`config.mk`:
```
export PLATFORM = sky130hd
export DESIGN_NAME = flywheel_ramp_with_speed_trim_core
export DESIGN_NICKNAME = d
export VERILOG_FILES = /design/src/flyrmp_pkg.sv /design/src/flyrmp_trim.sv /design/src/flyrmp_ctrl.sv /design/src/flywheel_ramp_with_speed_trim_core.sv
export SDC_FILE = /design/constraint.sdc
export NUM_CORES = 1
export LEC_CHECK = 0
export BUFFER_PORTS_ARGS = -buffer_cell sky130_fd_sc_hd__buf_2
export CAP_MARGIN = 30
export CORE_MARGIN = 2
export CORE_UTILIZATION = 50
export DETAILED_ROUTE_END_ITERATION = 10
export HOLD_SLACK_MARGIN = 0.15
export PLACE_DENSITY_LB_ADDON = 0.2
export SLEW_MARGIN = 0
export SYNTH_ARGS = -nofsm -noshare
export SYNTH_HDL_FRONTEND = slang
export SYNTH_SLANG_ARGS = --single-unit
```
`constraint.sdc`:
```
create_clock -name clk -period 35.5 [get_ports clk]
set_input_delay 3.55 -clock clk [delete_from_list [all_inputs] [get_ports clk]]
set_output_delay 3.55 -clock clk [all_outputs]
set_load 0.05 [all_outputs]
```
`src/flyrmp_pkg.sv`:
```
`default_nettype none
package flyrmp_pkg;

	localparam int DUTY_W  = 12;
	localparam int TRIM_W  = 8;
	localparam int SPEED_W = 14;
	localparam int CNT_W   = 11;

	// configuration register indexes
	localparam logic [2:0] REG_BASE_PWM     = 3'd0;
	localparam logic [2:0] REG_SPEED_GOAL   = 3'd1;
	localparam logic [2:0] REG_ADAPT_GAIN   = 3'd2;
	localparam logic [2:0] REG_STEP_LIMIT   = 3'd3;
	localparam logic [2:0] REG_TRIM_LIMIT   = 3'd4;
	localparam logic [2:0] REG_RAMP_STEP    = 3'd5;
	localparam logic [2:0] REG_RC_DELAY     = 3'd6;
	localparam logic [2:0] REG_KEY_DELAY    = 3'd7;

	// register reset values
	localparam logic [9:0]  RST_BASE_PWM     = 10'd640;
	localparam logic [13:0] RST_SPEED_GOAL   = 14'd6272;
	localparam logic [3:0]  RST_ADAPT_GAIN   = 4'd2;
	localparam logic [3:0]  RST_STEP_LIMIT   = 4'd4;
	localparam logic [6:0]  RST_TRIM_LIMIT   = 7'd40;
	localparam logic [5:0]  RST_RAMP_STEP    = 6'd2;
	localparam logic [10:0] RST_RC_DELAY     = 11'd1000;
	localparam logic [10:0] RST_KEY_DELAY    = 11'd1250;

	// ramp within this many counts of the target counts as ready
	localparam logic [12:0] READY_WINDOW = 13'd20;

	typedef struct packed {
		logic [9:0]  base_pwm;
		logic [13:0] speed_goal;
		logic [3:0]  adapt_gain;
		logic [3:0]  adapt_step_limit;
		logic [6:0]  trim_limit;
		logic [5:0]  ramp_step;
		logic [10:0] rc_delay;
		logic [10:0] key_delay;
	} cfg_t;

	typedef struct packed {
		logic               key_mode;
		logic               rc_toggle;
		logic               shooter_powered;
		logic [SPEED_W-1:0] shot_speed;
	} tick_t;

	typedef struct packed {
		logic signed [DUTY_W-1:0] pwm_duty;
		logic                     wheel_on;
		logic                     ready_res;
		logic signed [TRIM_W-1:0] trim;
	} res_t;

endpackage
`default_nettype wire

```
`src/flyrmp_trim.sv`:
```
`default_nettype none
module flyrmp_trim import flyrmp_pkg::*; (
	input  wire cfg_t                      cfg,
	input  wire logic [SPEED_W-1:0]        speed,
	input  wire logic [SPEED_W-1:0]        prev_speed,
	input  wire logic signed [TRIM_W-1:0]  trim_cur,
	output logic signed [TRIM_W-1:0]       trim_nxt
);

	logic signed [SPEED_W:0]   err;
	logic                      err_neg;
	logic [SPEED_W-1:0]        err_mag;
	logic [SPEED_W+3:0]        prod_mag;
	logic [11:0]               lim;
	logic [11:0]               clamp_mag;
	logic signed [TRIM_W:0]    delta;
	logic signed [TRIM_W:0]    sum;
	logic signed [TRIM_W:0]    tl;

	always_comb begin
		err       = $signed({1'b0, cfg.speed_goal}) - $signed({1'b0, speed});
		err_neg   = err[SPEED_W];
		err_mag   = err_neg ? SPEED_W'(-err) : err[SPEED_W-1:0];
		prod_mag  = (SPEED_W+4)'(err_mag) * (SPEED_W+4)'(cfg.adapt_gain);
		lim       = {cfg.adapt_step_limit, 8'd0};
		// clamp magnitude, then drop the fraction: truncates toward zero
		clamp_mag = (prod_mag > (SPEED_W+4)'(lim)) ? lim : prod_mag[11:0];
		delta     = err_neg ? -$signed({5'd0, clamp_mag[11:8]})
		                    :  $signed({5'd0, clamp_mag[11:8]});
		sum       = $signed({trim_cur[TRIM_W-1], trim_cur}) + delta;
		tl        = $signed({2'b00, cfg.trim_limit});
		if (sum > tl)
			sum = tl;
		else if (sum < -tl)
			sum = -tl;
		trim_nxt  = (speed != prev_speed) ? sum[TRIM_W-1:0] : trim_cur;
	end

endmodule
`default_nettype wire

```
`src/flyrmp_ctrl.sv`:
```
`default_nettype none
module flyrmp_ctrl import flyrmp_pkg::*; (
	input  wire logic  clk,
	input  wire logic  arst_n,
	input  wire cfg_t  cfg,
	input  wire logic  step,
	input  wire tick_t tick,
	output res_t       res
);

	logic                       running_q;
	logic signed [DUTY_W-1:0]   ramp_q;
	logic signed [TRIM_W-1:0]   trim_q;
	logic [SPEED_W-1:0]         prev_speed_q;
	logic [CNT_W-1:0]           rc_cnt_q;
	logic [CNT_W-1:0]           key_cnt_q;

	logic                       running_nxt;
	logic signed [DUTY_W-1:0]   ramp_base;
	logic [CNT_W-1:0]           rc_cnt_nxt;
	logic [CNT_W-1:0]           key_cnt_nxt;
	logic signed [TRIM_W-1:0]   trim_nxt;
	logic signed [DUTY_W:0]     target;
	logic signed [DUTY_W:0]     ramp_ext;
	logic signed [DUTY_W:0]     rstep;
	logic signed [DUTY_W:0]     ramp_new;
	logic signed [DUTY_W:0]     gap_abs;

	flyrmp_trim u_trim (
		.cfg        (cfg),
		.speed      (tick.shot_speed),
		.prev_speed (prev_speed_q),
		.trim_cur   (trim_q),
		.trim_nxt   (trim_nxt)
	);

	always_comb begin
		running_nxt = running_q;
		ramp_base   = ramp_q;
		rc_cnt_nxt  = rc_cnt_q;
		key_cnt_nxt = key_cnt_q;
		if (!tick.key_mode) begin
			if (rc_cnt_q < cfg.rc_delay) begin
				rc_cnt_nxt  = rc_cnt_q + 1'b1;
				running_nxt = 1'b0;
				ramp_base   = '0;
			end else if (tick.rc_toggle) begin
				running_nxt = !running_q;
			end
		end else if (tick.shooter_powered) begin
			if (key_cnt_q < cfg.key_delay) begin
				key_cnt_nxt = key_cnt_q + 1'b1;
				running_nxt = 1'b0;
			end else begin
				running_nxt = 1'b1;
			end
		end else begin
			running_nxt = 1'b0;
			ramp_base   = '0;
			key_cnt_nxt = '0;
		end

		target   = running_nxt ? $signed({3'b000, cfg.base_pwm})
		                         + $signed({{(DUTY_W+1-TRIM_W){trim_nxt[TRIM_W-1]}}, trim_nxt})
		                       : '0;
		ramp_ext = $signed({ramp_base[DUTY_W-1], ramp_base});
		rstep    = $signed({7'd0, cfg.ramp_step});
		ramp_new = ramp_ext;
		if (ramp_ext < target) begin
			ramp_new = ramp_ext + rstep;
			if (ramp_new > target)
				ramp_new = target;
		end else if (ramp_ext > target) begin
			ramp_new = ramp_ext - rstep;
			if (ramp_new < target)
				ramp_new = target;
		end
		gap_abs = target - ramp_new;
		if (gap_abs < 0)
			gap_abs = -gap_abs;

		res.pwm_duty  = ramp_new[DUTY_W-1:0];
		res.wheel_on  = running_nxt;
		res.ready_res = running_nxt && ($unsigned(gap_abs) <= READY_WINDOW);
		res.trim      = trim_nxt;
	end

	always_ff @(posedge clk or negedge arst_n) begin
		if (!arst_n) begin
			running_q    <= 1'b0;
			ramp_q       <= '0;
			trim_q       <= '0;
			prev_speed_q <= '0;
			rc_cnt_q     <= '0;
			key_cnt_q    <= '0;
		end else if (step) begin
			running_q    <= running_nxt;
			ramp_q       <= ramp_new[DUTY_W-1:0];
			trim_q       <= trim_nxt;
			prev_speed_q <= tick.shot_speed;
			rc_cnt_q     <= rc_cnt_nxt;
			key_cnt_q    <= key_cnt_nxt;
		end
	end

	a_rc_hold: assert property (@(posedge clk) disable iff (!arst_n)
		(step && !tick.key_mode && rc_cnt_q < cfg.rc_delay) |=> (ramp_q == 0 && !running_q))
		else $error("ramp or run state not cleared during power-up delay");

	a_key_off: assert property (@(posedge clk) disable iff (!arst_n)
		(step && tick.key_mode && !tick.shooter_powered)
		|=> (key_cnt_q == 0 && ramp_q == 0 && !running_q))
		else $error("key mode did not reset on power loss");

	a_idle_hold: assert property (@(posedge clk) disable iff (!arst_n)
		!step |=> ($stable(ramp_q) && $stable(trim_q) && $stable(running_q)))
		else $error("state moved without a tick");

	a_ready_on: assert property (@(posedge clk) disable iff (!arst_n)
		res.ready_res |-> res.wheel_on)
		else $error("ready flagged while wheels off");

endmodule
`default_nettype wire

```
`src/flywheel_ramp_with_speed_trim_core.sv`:
```
`default_nettype none
// Flywheel duty ramp with adaptive projectile-speed trim.
// Path: an input register captures each accepted word, then one registered update of
// control state and result makes its result word valid.
// Throughput: one word per cycle while the result stream is not stalled (m_tready low).
// Reset (arst_n low, asynchronous): control state, counters and trim clear to 0,
// configuration registers return to their defaults, both stages empty.
module flywheel_ramp_with_speed_trim_core import flyrmp_pkg::*; (
	input  wire logic        clk,
	input  wire logic        arst_n,
	// configuration write port
	input  wire logic        cfg_we,
	input  wire logic [2:0]  cfg_addr,
	input  wire logic [13:0] cfg_wdata,
	// input stream
	input  wire logic        s_tvalid,
	output logic             s_tready,
	input  wire logic [15:0] s_tdata,   // [0] rc_toggle, [1] shooter_powered, [15:2] shot_speed
	input  wire logic        s_tuser,   // [0] key_mode
	// result stream
	output logic             m_tvalid,
	input  wire logic        m_tready,
	output logic [23:0]      m_tdata    // [11:0] pwm_duty, [12] wheel_on, [13] ready_res,
	                                    // [21:14] trim, [23:22] zero
);

	cfg_t  cfg_q;
	tick_t tick_s1;
	logic  vld_s1;
	res_t  res_s2;
	logic  vld_s2;
	res_t  res_nxt;
	logic  step;

	// Hold configuration; a write lands at any edge with cfg_we high, so write only while idle.
	always_ff @(posedge clk or negedge arst_n) begin
		if (!arst_n) begin
			cfg_q.base_pwm         <= RST_BASE_PWM;
			cfg_q.speed_goal       <= RST_SPEED_GOAL;
			cfg_q.adapt_gain       <= RST_ADAPT_GAIN;
			cfg_q.adapt_step_limit <= RST_STEP_LIMIT;
			cfg_q.trim_limit       <= RST_TRIM_LIMIT;
			cfg_q.ramp_step        <= RST_RAMP_STEP;
			cfg_q.rc_delay         <= RST_RC_DELAY;
			cfg_q.key_delay        <= RST_KEY_DELAY;
		end else if (cfg_we) begin
			unique case (cfg_addr)
				REG_BASE_PWM:     cfg_q.base_pwm         <= cfg_wdata[9:0];
				REG_SPEED_GOAL:   cfg_q.speed_goal       <= cfg_wdata;
				REG_ADAPT_GAIN:   cfg_q.adapt_gain       <= cfg_wdata[3:0];
				REG_STEP_LIMIT:   cfg_q.adapt_step_limit <= cfg_wdata[3:0];
				REG_TRIM_LIMIT:   cfg_q.trim_limit       <= cfg_wdata[6:0];
				REG_RAMP_STEP:    cfg_q.ramp_step        <= cfg_wdata[5:0];
				REG_RC_DELAY:     cfg_q.rc_delay         <= cfg_wdata[10:0];
				REG_KEY_DELAY:    cfg_q.key_delay        <= cfg_wdata[10:0];
				default:          cfg_q                  <= cfg_q;
			endcase
		end
	end

	// Advance the held tick whenever the result register is free or being drained.
	assign step     = vld_s1 && (!vld_s2 || m_tready);
	assign s_tready = !vld_s1 || step;

	always_ff @(posedge clk or negedge arst_n) begin
		if (!arst_n) begin
			vld_s1 <= 1'b0;
		end else if (s_tready) begin
			vld_s1 <= s_tvalid;
		end
	end

	always_ff @(posedge clk) begin
		if (s_tready && s_tvalid) begin
			tick_s1.key_mode        <= s_tuser;
			tick_s1.rc_toggle       <= s_tdata[0];
			tick_s1.shooter_powered <= s_tdata[1];
			tick_s1.shot_speed      <= s_tdata[15:2];
		end
	end

	// Update mode, counters, trim and ramp for the held tick.
	flyrmp_ctrl u_ctrl (
		.clk    (clk),
		.arst_n (arst_n),
		.cfg    (cfg_q),
		.step   (step),
		.tick   (tick_s1),
		.res    (res_nxt)
	);

	// Result register: keeps the finished word while the next tick waits in stage 1.
	always_ff @(posedge clk or negedge arst_n) begin
		if (!arst_n) begin
			vld_s2 <= 1'b0;
		end else if (step) begin
			vld_s2 <= 1'b1;
		end else if (m_tready) begin
			vld_s2 <= 1'b0;
		end
	end

	always_ff @(posedge clk) begin
		if (step) begin
			res_s2 <= res_nxt;
		end
	end

	assign m_tvalid = vld_s2;
	assign m_tdata  = {2'b00, res_s2.trim, res_s2.ready_res, res_s2.wheel_on, res_s2.pwm_duty};

	a_no_drop: assert property (@(posedge clk) disable iff (!arst_n)
		(vld_s2 && !m_tready) |=> (vld_s2 && $stable(res_s2)))
		else $error("pending result lost under stall");

	a_step_fill: assert property (@(posedge clk) disable iff (!arst_n)
		step |=> vld_s2)
		else $error("processed tick produced no result");

	a_s1_hold: assert property (@(posedge clk) disable iff (!arst_n)
		(vld_s1 && !step) |=> (vld_s1 && $stable(tick_s1)))
		else $error("held tick dropped while result stalled");

endmodule
`default_nettype wire
```
==> out/qor.yml <==
outcome: "completed"
dpl.hpwl_microns: 26300
cts_tree: "built"
fin_tns_setup_ps: 0
holdBufCountCts: 0
start_kind: "flip-flop"
nets: 1828
ant_nets: 0
layout_commonest_cell: "ha_1"
cp_slowest_cell: "o21ai_1"
core_area_sq_um: 27710
synth_edf_count: 39
floorplan.initialDensity_pct: 50.68
yosys_warnings: 0
final-hold-violation-count: 0
drv_cap: 0
seq_area_frac_synth_pct: 30.98
postSynthAreaPerCell_sq_um: 9.147
io_buffers: 62
clk_pin_slew_ps: 70
max_freq_mhz: 48.30
finalCritPeriodShare_pct: 58.32
avgViaCountPerCell: 5.541
fp.dieArea_sq_um: 29440
tightestPinTransition_ps: 1014
grtUsageTotal_pct: 24.01
startpoint: "tick_s1[0]"
min-delay-start: "u_ctrl.rc_cnt_q[10]"
grt_pass1_vias: 10830
dp_slack_ps: 14570
fin_ws_ps: 14800
final_cell_mix: "ha_1, inv_1, nand2_1"
grt_first_pass_wirelength_microns: 56170
period_needed_ps: 20710
cts_resized: 0
drive_above_1_share_pct: 13.42
critPathBufInv: 9
cts_buffers: 17
rows: 61
design_area_sq_um: 15450
clock_sinks: 165
final_max_slew_viol_count: 0
drc: 0
cts.repair_timing.setup_buffer_count: 0
finalSetupViolations: 0
firstDrtPassIters: 5
top_level_ports: 65
rsz0062_at_grt: "no"
yosys_most_used_dff: "dfrtp_1"
ys_types: 75
path_delay_family: "compound AO/OA/AOI/OAI gates"
worstSetupPathType: "flip-flop to flip-flop"
syn_inst: 1535
synthArstFlopShare_pct: 76.36
synth_seq_cells: 165
cts_buffer_depth: 2
insertion_delay_ps: 440
worstPathArrival_ps: 20990
h-tree-depth: 4
slew_headroom_pct: 31.92
wire_per_inst_microns: 17.03
skew_ps: 22.29
fin_hold_ws_ps: 479.5
grt_max_degree: 75
area_growth_pct: 10.04
r2r_start: "tick_s1[0]"
die_h_microns: 171.6
antenna_found_initial: 2
cp_max_fo: 14
min_path_type: "flip-flop to flip-flop"
root_buffer: "clkbuf_16"
die_x_microns: 171.6
crit_path_end_kind: "flip-flop"
routabilityCongestion: 0.9388
drt_iter0_drc: 787
crit_required_ps: 35780
slowest_delay_ps: 800
synthesis.area_sq_um: 14040
gr-total-overflow: 0
postPlaceCellArea_sq_um: 14800
num_vias: 11020
wl_microns: 33860
nFillCells: 2514
-- area by class of cell --
cell class	count	area, sq um	area share [%]
timing repair buffer	76	437.9	2.834
clock inverter	15	186.4	1.207
tap	378	473.0	3.061
multi-input combinational	1172	8960	57.99
inverter	164	615.6	3.984
antenna	1	2.502	0.01620
clock buffer	17	425.4	2.753
sequential	165	4350	28.16
-- per-layer routing --
metal	vias up	GRT usage [%]	share of wire, %	wire (microns)
li1	5498	-	-	-
met2	230	39.41	46	15500
met1	5261	34.21	50	16790
met5	-	0	0	0
met3	27	2.784	3.5	1183
met4	0	5.011	1.1	386
-- worst paths after layout --
check                      slack (ps)  cells past startpoint                  end
min in group asynchronous        3170                      1    u_ctrl.ramp_q[10]
setup reg to reg                14800                     85          m_tdata[13]
setup / recovery                14800                     85          m_tdata[13]
hold reg to reg                   480                      1  u_ctrl.rc_cnt_q[10]
max in group asynchronous       31260                      3            cfg_q[17]
hold / removal                    480                      1  u_ctrl.rc_cnt_q[10]
-- state kept, by name, indices dropped and copies added (netlist names) --
name,cells
cfg_q,67
m_tdata,22
tick_s1,17
u_ctrl.prev_speed_q,14
u_ctrl.ramp_q,12
u_ctrl.key_cnt_q,11
u_ctrl.rc_cnt_q,11
u_ctrl.trim_q,8
m_tvalid,1
u_ctrl.running_q,1
vld_s1,1
-- logic make-up after synthesis --
group,synth area share [%]
adder cells (fa/ha/maj),18.80
flip-flops,30.98
XOR/XNOR,6.461
AND/OR/NAND/NOR,16.10
buffers and inverters,5.391
multiplexers,7.922
other,0.02671
AO/OA/AOI/OAI,14.31
-- cell usage after synthesis (all sizes together) (4+ instances only) --
cell type    n  area (sq um)
o31ai        4         30.03
buf          4         25.02
o211ai       6         45.04
or3         10         62.56
mux2        75         848.3
dfstp       21         551.8
o22ai        5         31.28
o21ai      104         520.5
a21o        22         165.2
dfrtp      105          2628
edfxtp      39          1171
a211oi       6         50.05
a21oi       85         425.4
and3        11         68.82
a31oi        6         37.54
mux2i       26         264.0
nand3b       4         30.03
xnor2       61         534.3
nor2        78         292.8
and2        25         156.4
a221oi       4         52.56
o21a        27         204.0
nor4         7         43.79
a21boi       9         67.56
nand4       20         131.4
or4          5         37.54
clkbuf      31         116.4
inv        163         611.8
a221o        4         40.04
nand2b      27         176.4
nor2b       42         262.8
nor3b        8         60.06
nand2      145         544.3
nor3        28         140.1
nand3       29         145.1
o311ai       4         35.03
fa          30         600.6
o21bai      11         82.58
ha         163          2039
o221ai       4         35.03
xor2        40         350.3
-- stage by stage --
| stage | utilization [%] | cells |
|---|---|---|
| floorplan | - | 1536 |
| global route | 55.76 | 1987 |
| CTS | 55.63 | 1985 |
| global placement | 53.43 | 1953 |
| finish | 55.77 | 1988 |
| detailed placement | 53.43 | 1953 |
Power is not shown: default switching activity piles up to over one toggle a cycle in this logic, so the estimate is an artifact.
